### src/hdl/cdq_pkg.sv
`default_nettype none

package cdq_pkg;

	// data word width
	localparam int unsigned WORD_W = 32;

	// operation codes
	typedef enum logic [1:0] {
		OP_PUSH_FRONT = 2'd0,
		OP_PUSH_REAR  = 2'd1,
		OP_POP_FRONT  = 2'd2,
		OP_POP_REAR   = 2'd3
	} op_t;

	// result status codes
	typedef enum logic [1:0] {
		ST_OK        = 2'd0,
		ST_OVERFLOW  = 2'd1,
		ST_UNDERFLOW = 2'd2
	} status_t;

	// per-cell move selection
	typedef enum logic [1:0] {
		CM_HOLD = 2'd0,
		CM_SHR  = 2'd1,
		CM_ROL  = 2'd2
	} cell_mode_t;

	// control handed to each cell
	typedef struct packed {
		cell_mode_t mode;
		logic       wr;
	} cell_ctrl_t;

	// controller states
	typedef enum logic {
		FS_IDLE = 1'b0,
		FS_SCAN = 1'b1
	} fsm_t;

	// one result word
	typedef struct packed {
		logic signed [WORD_W-1:0] data;
		status_t                  status;
		logic                     empty;
		logic                     full;
	} res_t;

endpackage

`default_nettype wire

### src/hdl/cdq_cell.sv
`default_nettype none

module cdq_cell (
	input  wire logic                                  clk,
	input  wire cdq_pkg::cell_ctrl_t                   ctrl,
	input  wire logic signed [cdq_pkg::WORD_W-1:0]     from_left,
	input  wire logic signed [cdq_pkg::WORD_W-1:0]     from_right,
	input  wire logic signed [cdq_pkg::WORD_W-1:0]     wr_data,
	output logic signed [cdq_pkg::WORD_W-1:0]          q
);

	logic signed [cdq_pkg::WORD_W-1:0] data_q;

	// local write wins, otherwise move with the chain
	always_ff @(posedge clk) begin
		if (ctrl.wr) begin
			data_q <= wr_data;
		end else begin
			case (ctrl.mode)
				cdq_pkg::CM_SHR: begin
					data_q <= from_left;
				end
				cdq_pkg::CM_ROL: begin
					data_q <= from_right;
				end
				default: begin
					data_q <= data_q;
				end
			endcase
		end
	end

	assign q = data_q;

endmodule

`default_nettype wire

### src/hdl/circular_deque.sv
`default_nettype none

// Double-ended queue of up to DEPTH signed 32-bit words held in a ring of
// identical cells; the front element always sits in cell 0. Push front,
// push rear and pop front are each handled when accepted: the ring shifts
// right, one cell loads the word, or the ring rotates left by one. Pop rear
// is accepted and then turns the ring once in full, one cell per cycle,
// during which the rear word passes cell 0 and is caught; the ring stands
// as before once the turn is done. Every operation gives one result word
// (popped data, status, empty and full flags after the operation). Pushes
// onto a full deque are dropped with an overflow status, pops from an empty
// deque return zero with an underflow status. A two-entry output stage lets
// a new operation be taken while one result is still stalled.
module circular_deque #(
	parameter int unsigned DEPTH = 16
) (
	input  wire logic                               clk,
	input  wire logic                               arst_n,
	input  wire logic                               in_valid,
	output logic                                    in_stall,
	input  wire logic [1:0]                         op,
	input  wire logic signed [cdq_pkg::WORD_W-1:0]  in_data,
	output logic                                    out_valid,
	input  wire logic                               out_stall,
	output logic signed [cdq_pkg::WORD_W-1:0]       out_data,
	output logic [1:0]                              status,
	output logic                                    is_empty,
	output logic                                    is_full
);

	localparam int unsigned IDX_W = $clog2(DEPTH);
	localparam int unsigned CNT_W = $clog2(DEPTH + 1);
	localparam logic [IDX_W-1:0] K_LAST = IDX_W'(DEPTH - 1);
	localparam logic [CNT_W-1:0] CNT_FULL = CNT_W'(DEPTH);

	cdq_pkg::fsm_t state_q, state_d;
	logic [CNT_W-1:0] count_q, count_d;
	logic [IDX_W-1:0] k_q;
	logic signed [cdq_pkg::WORD_W-1:0] cap_q;

	cdq_pkg::res_t out_q, skid_q, prod_res;
	logic out_valid_q, skid_valid_q;
	logic prod, accept, out_take, wr_rear, hit;
	cdq_pkg::cell_mode_t mode;
	cdq_pkg::op_t op_w;

	logic signed [cdq_pkg::WORD_W-1:0] cell_q [DEPTH];
	cdq_pkg::cell_ctrl_t cell_ctrl [DEPTH];

	assign op_w = cdq_pkg::op_t'(op);
	assign accept = in_valid && !in_stall;
	assign out_take = out_valid_q && !out_stall;
	assign hit = ({{(CNT_W-IDX_W){1'b0}}, k_q} == (count_q - CNT_W'(1)));

	// ring of cells
	for (genvar i = 0; i < DEPTH; i++) begin : g_cell
		logic signed [cdq_pkg::WORD_W-1:0] left_w, right_w;

		if (i == 0) begin : g_first
			assign left_w = in_data;
		end else begin : g_mid_l
			assign left_w = cell_q[i-1];
		end
		if (i == DEPTH - 1) begin : g_last
			assign right_w = cell_q[0];
		end else begin : g_mid_r
			assign right_w = cell_q[i+1];
		end

		assign cell_ctrl[i].mode = mode;
		assign cell_ctrl[i].wr = wr_rear && (count_q == CNT_W'(i));

		cdq_cell u_cell (
			.clk        (clk),
			.ctrl       (cell_ctrl[i]),
			.from_left  (left_w),
			.from_right (right_w),
			.wr_data    (in_data),
			.q          (cell_q[i])
		);
	end

	// next state
	always_comb begin
		state_d = state_q;
		case (state_q)
			cdq_pkg::FS_IDLE: begin
				if (accept && op_w == cdq_pkg::OP_POP_REAR && count_q != '0) begin
					state_d = cdq_pkg::FS_SCAN;
				end
			end
			cdq_pkg::FS_SCAN: begin
				if (k_q == K_LAST) begin
					state_d = cdq_pkg::FS_IDLE;
				end
			end
			default: begin
				state_d = cdq_pkg::FS_IDLE;
			end
		endcase
	end

	// controller outputs and result word
	always_comb begin
		in_stall = 1'b1;
		mode = cdq_pkg::CM_HOLD;
		wr_rear = 1'b0;
		prod = 1'b0;
		count_d = count_q;
		prod_res.data = '0;
		prod_res.status = cdq_pkg::ST_OK;
		case (state_q)
			cdq_pkg::FS_IDLE: begin
				in_stall = skid_valid_q;
				if (accept) begin
					case (op_w)
						cdq_pkg::OP_PUSH_FRONT, cdq_pkg::OP_PUSH_REAR: begin
							prod = 1'b1;
							if (count_q == CNT_FULL) begin
								prod_res.status = cdq_pkg::ST_OVERFLOW;
							end else begin
								count_d = count_q + CNT_W'(1);
								if (op_w == cdq_pkg::OP_PUSH_FRONT) begin
									mode = cdq_pkg::CM_SHR;
								end else begin
									wr_rear = 1'b1;
								end
							end
						end
						cdq_pkg::OP_POP_FRONT: begin
							prod = 1'b1;
							if (count_q == '0) begin
								prod_res.status = cdq_pkg::ST_UNDERFLOW;
							end else begin
								prod_res.data = cell_q[0];
								count_d = count_q - CNT_W'(1);
								mode = cdq_pkg::CM_ROL;
							end
						end
						default: begin
							// pop rear: refuse at once or start the ring turn
							if (count_q == '0) begin
								prod = 1'b1;
								prod_res.status = cdq_pkg::ST_UNDERFLOW;
							end
						end
					endcase
				end
			end
			cdq_pkg::FS_SCAN: begin
				mode = cdq_pkg::CM_ROL;
				if (k_q == K_LAST) begin
					prod = 1'b1;
					prod_res.data = hit ? cell_q[0] : cap_q;
					count_d = count_q - CNT_W'(1);
				end
			end
			default: begin
				in_stall = 1'b1;
			end
		endcase
		prod_res.empty = (count_d == '0);
		prod_res.full = (count_d == CNT_FULL);
	end

	// control registers
	always_ff @(posedge clk or negedge arst_n) begin
		if (!arst_n) begin
			state_q <= cdq_pkg::FS_IDLE;
			count_q <= '0;
			k_q <= '0;
		end else begin
			state_q <= state_d;
			count_q <= count_d;
			if (state_q == cdq_pkg::FS_SCAN) begin
				k_q <= (k_q == K_LAST) ? '0 : k_q + IDX_W'(1);
			end
		end
	end

	// rear word catch during the ring turn
	always_ff @(posedge clk) begin
		if (state_q == cdq_pkg::FS_SCAN && hit) begin
			cap_q <= cell_q[0];
		end
	end

	// output register and skid entry, valid flags
	always_ff @(posedge clk or negedge arst_n) begin
		if (!arst_n) begin
			out_valid_q <= 1'b0;
			skid_valid_q <= 1'b0;
		end else begin
			if (!out_valid_q || out_take) begin
				if (skid_valid_q) begin
					out_valid_q <= 1'b1;
					skid_valid_q <= 1'b0;
				end else begin
					out_valid_q <= prod;
				end
			end else if (prod) begin
				skid_valid_q <= 1'b1;
			end
		end
	end

	// output word payload
	always_ff @(posedge clk) begin
		if (!out_valid_q || out_take) begin
			if (skid_valid_q) begin
				out_q <= skid_q;
			end else if (prod) begin
				out_q <= prod_res;
			end
		end else if (prod) begin
			skid_q <= prod_res;
		end
	end

	assign out_valid = out_valid_q;
	assign out_data = out_q.data;
	assign status = out_q.status;
	assign is_empty = out_q.empty;
	assign is_full = out_q.full;

	// a new word never meets a full skid entry
	a_no_skid_clash: assert property (@(posedge clk) disable iff (!arst_n)
		!(skid_valid_q && prod))
		else $error("result produced while skid entry full");

	// element count stays within the ring
	a_count_range: assert property (@(posedge clk) disable iff (!arst_n)
		count_q <= CNT_FULL)
		else $error("element count beyond depth");

	// a rear pop on a non-empty deque starts the ring turn
	a_scan_start: assert property (@(posedge clk) disable iff (!arst_n)
		(accept && op_w == cdq_pkg::OP_POP_REAR && count_q != '0)
		|=> (state_q == cdq_pkg::FS_SCAN && k_q == '0))
		else $error("rear pop did not start ring turn");

	// the turn ends with exactly one result and one element less
	a_scan_end: assert property (@(posedge clk) disable iff (!arst_n)
		(state_q == cdq_pkg::FS_SCAN && k_q == K_LAST)
		|=> (state_q == cdq_pkg::FS_IDLE && count_q == $past(count_q) - CNT_W'(1)))
		else $error("ring turn did not close correctly");

endmodule

`default_nettype wire

### config.mk
export PLATFORM = sky130hd
export DESIGN_NAME = circular_deque
export DESIGN_NICKNAME = d
export VERILOG_FILES = /design/src/hdl/cdq_pkg.sv /design/src/hdl/cdq_cell.sv /design/src/hdl/circular_deque.sv
export SDC_FILE = /design/constraint.sdc
export NUM_CORES = 1
export LEC_CHECK = 0
export ABC_AREA = 1
export BUFFER_PORTS_ARGS = -buffer_cell sky130_fd_sc_hd__buf_2
export CAP_MARGIN = 0
export CORE_MARGIN = 5
export CORE_UTILIZATION = 63
export DETAILED_ROUTE_END_ITERATION = 8
export PLACE_DENSITY = 0.77
export SYNTH_ARGS = -nofsm -noshare
export SYNTH_HDL_FRONTEND = slang
export SYNTH_SLANG_ARGS = --single-unit
### constraint.sdc
create_clock -name clk -period 5.1 [get_ports clk]
set_clock_uncertainty 0.1 [all_clocks]
set_input_delay 0.765 -clock clk [delete_from_list [all_inputs] [get_ports clk]]
set_output_delay 0.765 -clock clk [all_outputs]
set_load 0.02 [all_outputs]
=== Word level (Yosys, flattened, before mapping) ===
Cells that the tools add are included.

* Add/sub/neg operators: 3
* Eq/ne operators: 24
* Muxes and demuxes: 74
* Bitwise logic cells: 2
* Reductions and logical operators: 51

{| class="wikitable"
|+ Operators by type and width
! operator !! count
|-
| $pmux W32 S2 || 17
|-
| $mux W32 || 20
|-
| $mux W36 || 2
|-
| $reduce_bool A3 Y1 || 16
|-
| $eq A5 B4 Y1 const B || 8
|-
| $mux W34 || 1
|-
| $logic_and A1 B1 Y1 || 21
|-
| $eq A5 B3 Y1 const B || 4
|-
| $mux W5 || 4
|-
| $pmux W5 S2 || 2
|-
| $mux W1 || 18
|-
| $eq A5 B2 Y1 const B || 2
|-
| $eq A5 B5 Y1 const B || 2
|-
| $logic_not A5 Y1 || 2
|-
| $mux W2 || 5
|-
| $pmux W2 S2 || 2
|-
| $eq A2 B2 Y1 const B || 3
|-
| $add A5 B1 Y5 const B || 1
|-
| $eq A4 B5 Y1 || 1
|-
| $eq A5 B1 Y1 const B || 1
|-
| $reduce_bool A5 Y1 || 1
|-
| $sub A5 B1 Y5 const B || 1
|-
| $add A4 B1 Y4 const B || 1
|-
| $eq A2 B1 Y1 const B || 2
|-
| 11 further kinds || 17
|}

* Register bits after elaboration: 628
* Input bits: 38
* Output and inout bits: 38
* Logic and storage cells: 184

=== Longest topological paths before layout ===
* Depth in word-level cells: 9
* Depth in mapped cells: 15
* Depth with buffers taken out: 15

=== Hierarchy ===
From an unflattened synthesis, not the netlist that was laid out.

* Cells, all modules: 4972
* Area, all modules: 37763.7 µm²

{| class="wikitable"
|+ By module, submodules not included
! module !! times used !! cells an instance !! area an instance (µm²) !! sequential area each (µm²)
|-
| cdq_cell || 16 || 278 || 2029.4 || 960.9
|-
| circular_deque || 1 || 524 || 5292.6 || 3423.3
|}

=== Worst setup path after synthesis ===
Ideal clock, no wire load.

* Path kind: register to register
* Start: reg count_q[0]
* End: reg cap_q[0] in the netlist's numbering (enable)
* Library setup time: 0.421 ns
* Data arrival time: 2.999 ns
* Data required time: 4.579 ns
* Slack: 1.580 ns
* Cell stages (with the launch flop): 9
* Buffers on the path: 1
* Clock period less this slack: 3.520 ns
* Cell sequence: dfrtp_1 -> inv_1 -> ha_1 -> xor2_1 -> nand3_1 -> nor2_2 -> nand2_1 -> buf_2 -> nor2_1

* Longest elaborated chain between the ends: 3

{| class="wikitable"
|+ RTL lines
! item !! line !! text
|-
| start, declared || circular_deque.sv:37 || <nowiki>logic [CNT_W-1:0] count_q, count_d;</nowiki>
|-
| start signal, assigned || circular_deque.sv:174 || <nowiki>count_q <= count_d;</nowiki>
|-
| $sub A5 B1 Y5 || circular_deque.sv:53 || <nowiki>assign hit = ({{(CNT_W-IDX_W){1'b0}}, k_q} == (count_q - CNT_W'(1)));</nowiki>
|-
| $eq A4 B5 Y1 || circular_deque.sv:53 ||
|-
| $logic_and A1 B1 Y1 || circular_deque.sv:183 || <nowiki>if (state_q == cdq_pkg::FS_SCAN && hit) begin</nowiki>
|-
| end signal, assigned || circular_deque.sv:184 || <nowiki>cap_q <= cell_q[0];</nowiki>
|-
| end, declared || circular_deque.sv:39 || <nowiki>logic signed [cdq_pkg::WORD_W-1:0] cap_q;</nowiki>
|}

No other way between the ends.
A chain may end at the register's enable or synchronous reset.

=== Worst setup path in the final report ===
* Start: reg skid_valid_q
* End: reg g_cell[15].u_cell.data_q (netlist bit g_cell[15].u_cell.q[25]) (data pin)

* Longest elaborated chain between the ends: 8
* Elaborated cells on any way between the ends: 12
* Classes of those cells: eq/ne (2); mux (7); reduce/logical (3)

{| class="wikitable"
|+ RTL lines
! item !! line !! text
|-
| start, declared || circular_deque.sv:42 || <nowiki>logic out_valid_q, skid_valid_q;</nowiki>
|-
| start signal, assigned || circular_deque.sv:192 || <nowiki>skid_valid_q <= 1'b0;</nowiki>
|-
| start signal, assigned || circular_deque.sv:197 || <nowiki>skid_valid_q <= 1'b0;</nowiki>
|-
| start signal, assigned || circular_deque.sv:202 || <nowiki>skid_valid_q <= 1'b1;</nowiki>
|-
| $mux W1 (*) || circular_deque.sv:112 || <nowiki>case (state_q)</nowiki>
|-
| $logic_not A1 Y1 (*) || circular_deque.sv:51 || <nowiki>assign accept = in_valid && !in_stall;</nowiki>
|-
| $logic_and A1 B1 Y1 (*) || circular_deque.sv:51 ||
|-
| $mux W2 || circular_deque.sv:115 || <nowiki>if (accept) begin</nowiki>
|-
| $pmux W2 S2 || circular_deque.sv:112 ||
|-
| $eq A2 B2 Y1 or $eq A2 B1 Y1 (tied branches) || cdq_cell.sv:19 || <nowiki>case (ctrl.mode)</nowiki>
|-
| $pmux W32 S2 || cdq_cell.sv:19 ||
|-
| $mux W32 (*) || cdq_cell.sv:16 || <nowiki>if (ctrl.wr) begin</nowiki>
|-
| end signal, assigned || cdq_cell.sv:17 || <nowiki>data_q <= wr_data;</nowiki>
|-
| end signal, assigned || cdq_cell.sv:21 || <nowiki>data_q <= from_left;</nowiki>
|-
| end signal, assigned || cdq_cell.sv:24 || <nowiki>data_q <= from_right;</nowiki>
|-
| end, declared || cdq_cell.sv:12 || <nowiki>logic signed [cdq_pkg::WORD_W-1:0] data_q;</nowiki>
|}

Mark *: on every way between the ends. The rest lies on a longest branch, timed or not.

==> results.cfg <==
[pwr]
leakage_nw = 13.5
power.total_mw = 24.4
pwr_density_cell_nw_per_um2 = 715
vdd_ir_drop_max_mv = 0.369

[outcome]
run_status = complete, no violations

[final_layout]
area.growth.synth_to_final_pct = 7.59
fraction_of_layout_instances_using_a_drive_strength_above_1_pct = 9.48
multi_input_area_um2 = 10600
seq_area_um2 = 18800
fillCellCount = 3781
postLayoutCoreUtil_pct = 68.3
layout.nets = 3221
postLayoutCellArea_um2 = 34200

[timing]
timing_max_transition_violations_final = 0
fin_crit_ns = 4.25
setup_tns_ns = 0
setup_viol_count_final = 0
max_freq_mhz = 235
fin_ws_ns = 0.849
final.period_utilization_pct = 83.3
finalHoldViolations = 0
rsz0062_at_grt = no
timing.max_slew.rel_slack_pct = 25.9
slew_at_the_pin_closest_to_its_max_slew_limit_ns = 1.11

[setup_path]
crit_path_cell_trace = inv_4 -> nand3_4 -> inv_2 -> nand2_1 -> nand2_8 -> buf_4 -> nand2_1 -> o211ai_1 -> o21ai_0
setup.worst_path.end_class = register
timing_worst_setup_path_type = reg -> reg
path_max_fanout = 107
timing.critical_path.slowest_cell_delay_ns = 0.82
kind_of_cell_with_the_highest_combined_delay_on_the_critical_path = buffers and inverters
cp_num_buf_inv = 3
cp_common_cell = sky130_fd_sc_hd__nand2_1
worst_path_max_delay_cell = sky130_fd_sc_hd__buf_4
worst_setup_sp_type = register
cp_data_arrival_time_ns = 4.44
crit_required_ns = 5.29

[synthesis]
synth_flop_cell = sky130_fd_sc_hd__edfxtp_1
ys_seq_elements = 628
syn_nets = 3297
postSynthAreaPerCell_um2 = 9.77
synth_enable_flop_cells = 616
synth.yosys.seq_area_share_pct = 59.2
synth_cell_type_count = 38
post_synthesis_instance_area_um2 = 31800
postSynth.asyncResetShare_pct = 1.91
synth_top_cells_by_area = sky130_fd_sc_hd__edfxtp_1, sky130_fd_sc_hd__nand2_1, sky130_fd_sc_hd__o211ai_1
syn-instance-count = 3252
post-synth-top-area-cell = sky130_fd_sc_hd__edfxtp_1
yosysTopAreaCellShare_pct = 58.2
synthesis.yosys.warnings = 0

[placement]
placement_setup_slack_ns = 0.928
finalWeightedCongestion = 0.894
place.detailed.hpwl_um = 49500
detailed_place.area_um2 = 32000
io_port_bufs = 75

[hold_path]
timing.hold.worst.class = in -> reg

[routing]
drt_iter0_drc = 3494
antenna_viol_nets_final = 0
post_drt_via_cell_ratio = 6.21
remaining_drc_errors = 0
avgRoutedWirePerCell_um = 19.8
routed_via_count = 24200
detail_route.wirelength_um = 77300
drt_first_pass_iters = 7

[cts]
cts-root-to-sink-buffers = 3
cts.sinks = 628
clock-root-buffer = sky130_fd_sc_hd__clkbuf_16
cts_inserted_buffers = 68
clock_latency_reported_for_the_late_side_of_the_worst_skew_pair_ns = 0.60
cts_tree = done
cts.clk_slew.worst_paths_ns = 0.06
clock_tree.htree_level_count = 3

[die]
die_height_um = 235
core_area_um2 = 50100
fp.dieArea_um2 = 55000
die_width_um = 235
num_io_pins = 76
placementRows = 82
starting_utilization_of_the_core_area_pct = 63.4

[global_routing]
grt.total_usage_pct = 27.8
grt_max_degree = 186
grt_pass1_vias = 21900
gr-total-overflow = 0
grt_first_pass_wirelength_um = 122000
grt_antenna_before_repair = 4

[flow_run]
max-cap-violations = 0
placed cells by master, fill, tap and decap left out, types with 6 or more instances in the layout:
master,Yosys,layout
sky130_fd_sc_hd__buf_12,0,6
sky130_fd_sc_hd__o211ai_2,54,54
sky130_fd_sc_hd__ha_1,7,7
sky130_fd_sc_hd__o21ai_2,7,7
sky130_fd_sc_hd__o21ai_0,198,198
sky130_fd_sc_hd__o21ai_1,153,153
sky130_fd_sc_hd__clkbuf_1,136,20
sky130_fd_sc_hd__edfxtp_1,616,616
sky130_fd_sc_hd__clkinv_2,1,9
sky130_fd_sc_hd__nand2_2,6,8
sky130_fd_sc_hd__dfrtp_1,12,12
sky130_fd_sc_hd__nor2_1,179,176
sky130_fd_sc_hd__inv_1,253,253
sky130_fd_sc_hd__nand3_1,83,81
sky130_fd_sc_hd__o211ai_1,265,265
sky130_fd_sc_hd__buf_2,69,75
sky130_fd_sc_hd__buf_4,7,47
sky130_fd_sc_hd__nand4_1,7,7
sky130_fd_sc_hd__clkinv_1,0,15
sky130_fd_sc_hd__nand2_1,942,939
sky130_fd_sc_hd__clkbuf_16,0,73
sky130_fd_sc_hd__a31oi_1,161,161
sky130_fd_sc_hd__a21oi_1,6,6
cells by family (layout without fill, tap and decap cells):
logic type      Yosys count  count (layout)  share of synthesized area (%)
buf+inv                 532             507                           7.65
compound gates          847             847                           17.5
fa+ha+maj                 7               7                          0.276
simple gates           1233            1233                           15.3
xor+xnor                  5               5                          0.138
other cells               0               4                              0
flops                   628             628                           59.2
per-layer routing:
metal,vias to the layer above,part of all wire [%],track usage [%]
met2,1486,42,39.3
met3,120,13,6.81
met1,11400,43,43.7
li1,11300,-,-
met5,-,0,0
met4,0,1.8,6.91
worst paths after layout:
| check | from | to | slack, ns | cells past startpoint |
|---|---|---|---|---|
| worst min register to register | g_cell[0].u_cell.q[16] | cap_q[16] | 0.37 | 0 |
| worst min-delay path | out_stall | skid_valid_q | 0.34 | 3 |
| worst max register to register | skid_valid_q | g_cell[15].u_cell.q[25] | 0.85 | 9 |
| max in group asynchronous | arst_n | count_q[2] | 4.15 | 2 |
| min in group asynchronous | arst_n | k_q[0] | 0.52 | 2 |
| worst max-delay path | skid_valid_q | g_cell[15].u_cell.q[25] | 0.85 | 9 |
layout make-up:
class	instances	share of cell area [%]
clock buffer	94	5.61
antenna	4	0.0293
sequential	628	55.0
clock inverter	27	0.571
timing repair buffer	129	2.51
multi-input combinational	2092	31.0
tap	672	2.46
inverter	257	2.86
synthesized netlist by cell type, drive strengths merged, types with 3 or more instances:
master	count
nand2	951
edfxtp	616
o21ai	358
o211ai	319
inv	256
nor2	183
a31oi	161
buf	139
clkbuf	136
nand3	86
dfrtp	12
a21oi	7
ha	7
nand4	7
xor2	5
nor3	3
registers in the layout (all words and copies together) (netlist names):
| signal | flops |
|---|---|
| out_valid | 1 |
| skid_valid_q | 1 |
| cap_q | 32 |
| status | 2 |
| state_q | 1 |
| is_full | 1 |
| skid_q | 36 |
| g_cell.u_cell.q | 512 |
| is_empty | 1 |
| k_q | 4 |
| out_data | 32 |
| count_q | 5 |
stage by stage:
stage | hold WS, ns | std cells
6_report | 0.344 | 3903
5_1_grt | 0.341 | 3903
4_1_cts | 0.311 | 3899
3_5_place_dp | 0.361 | 3777
3_3_place_gp | 0.357 | 3777
2_1_floorplan | 0.350 | 3252
where the power goes:
part	switching, mW	total, mW	leakage (nW)	internal, mW
logic	5.86	8.76	6.28	2.90
clock network	1.99	4.77	1.03	2.77
registers	1.29	10.9	6.18	9.62
total	9.15	24.4	13.5	15.3
what timing repair did:
item / CTS / global route
setup buffers: 0 / 0
gates resized for setup: 0 / 0
endpoints found under the hold margin: 12 / 0
hold buffers: 1 / 0
worst register-to-register path: stages (launching register included):
cell	delay [ns]
sky130_fd_sc_hd__dfrtp_1	0.78
sky130_fd_sc_hd__inv_4	0.53
sky130_fd_sc_hd__nand3_4	0.22
sky130_fd_sc_hd__inv_2	0.13
sky130_fd_sc_hd__nand2_1	0.15
sky130_fd_sc_hd__nand2_8	0.47
sky130_fd_sc_hd__buf_4	0.86
sky130_fd_sc_hd__nand2_1	0.42
sky130_fd_sc_hd__o211ai_1	0.16
sky130_fd_sc_hd__o21ai_0	0.14
(Power assumes the default switching activity.)
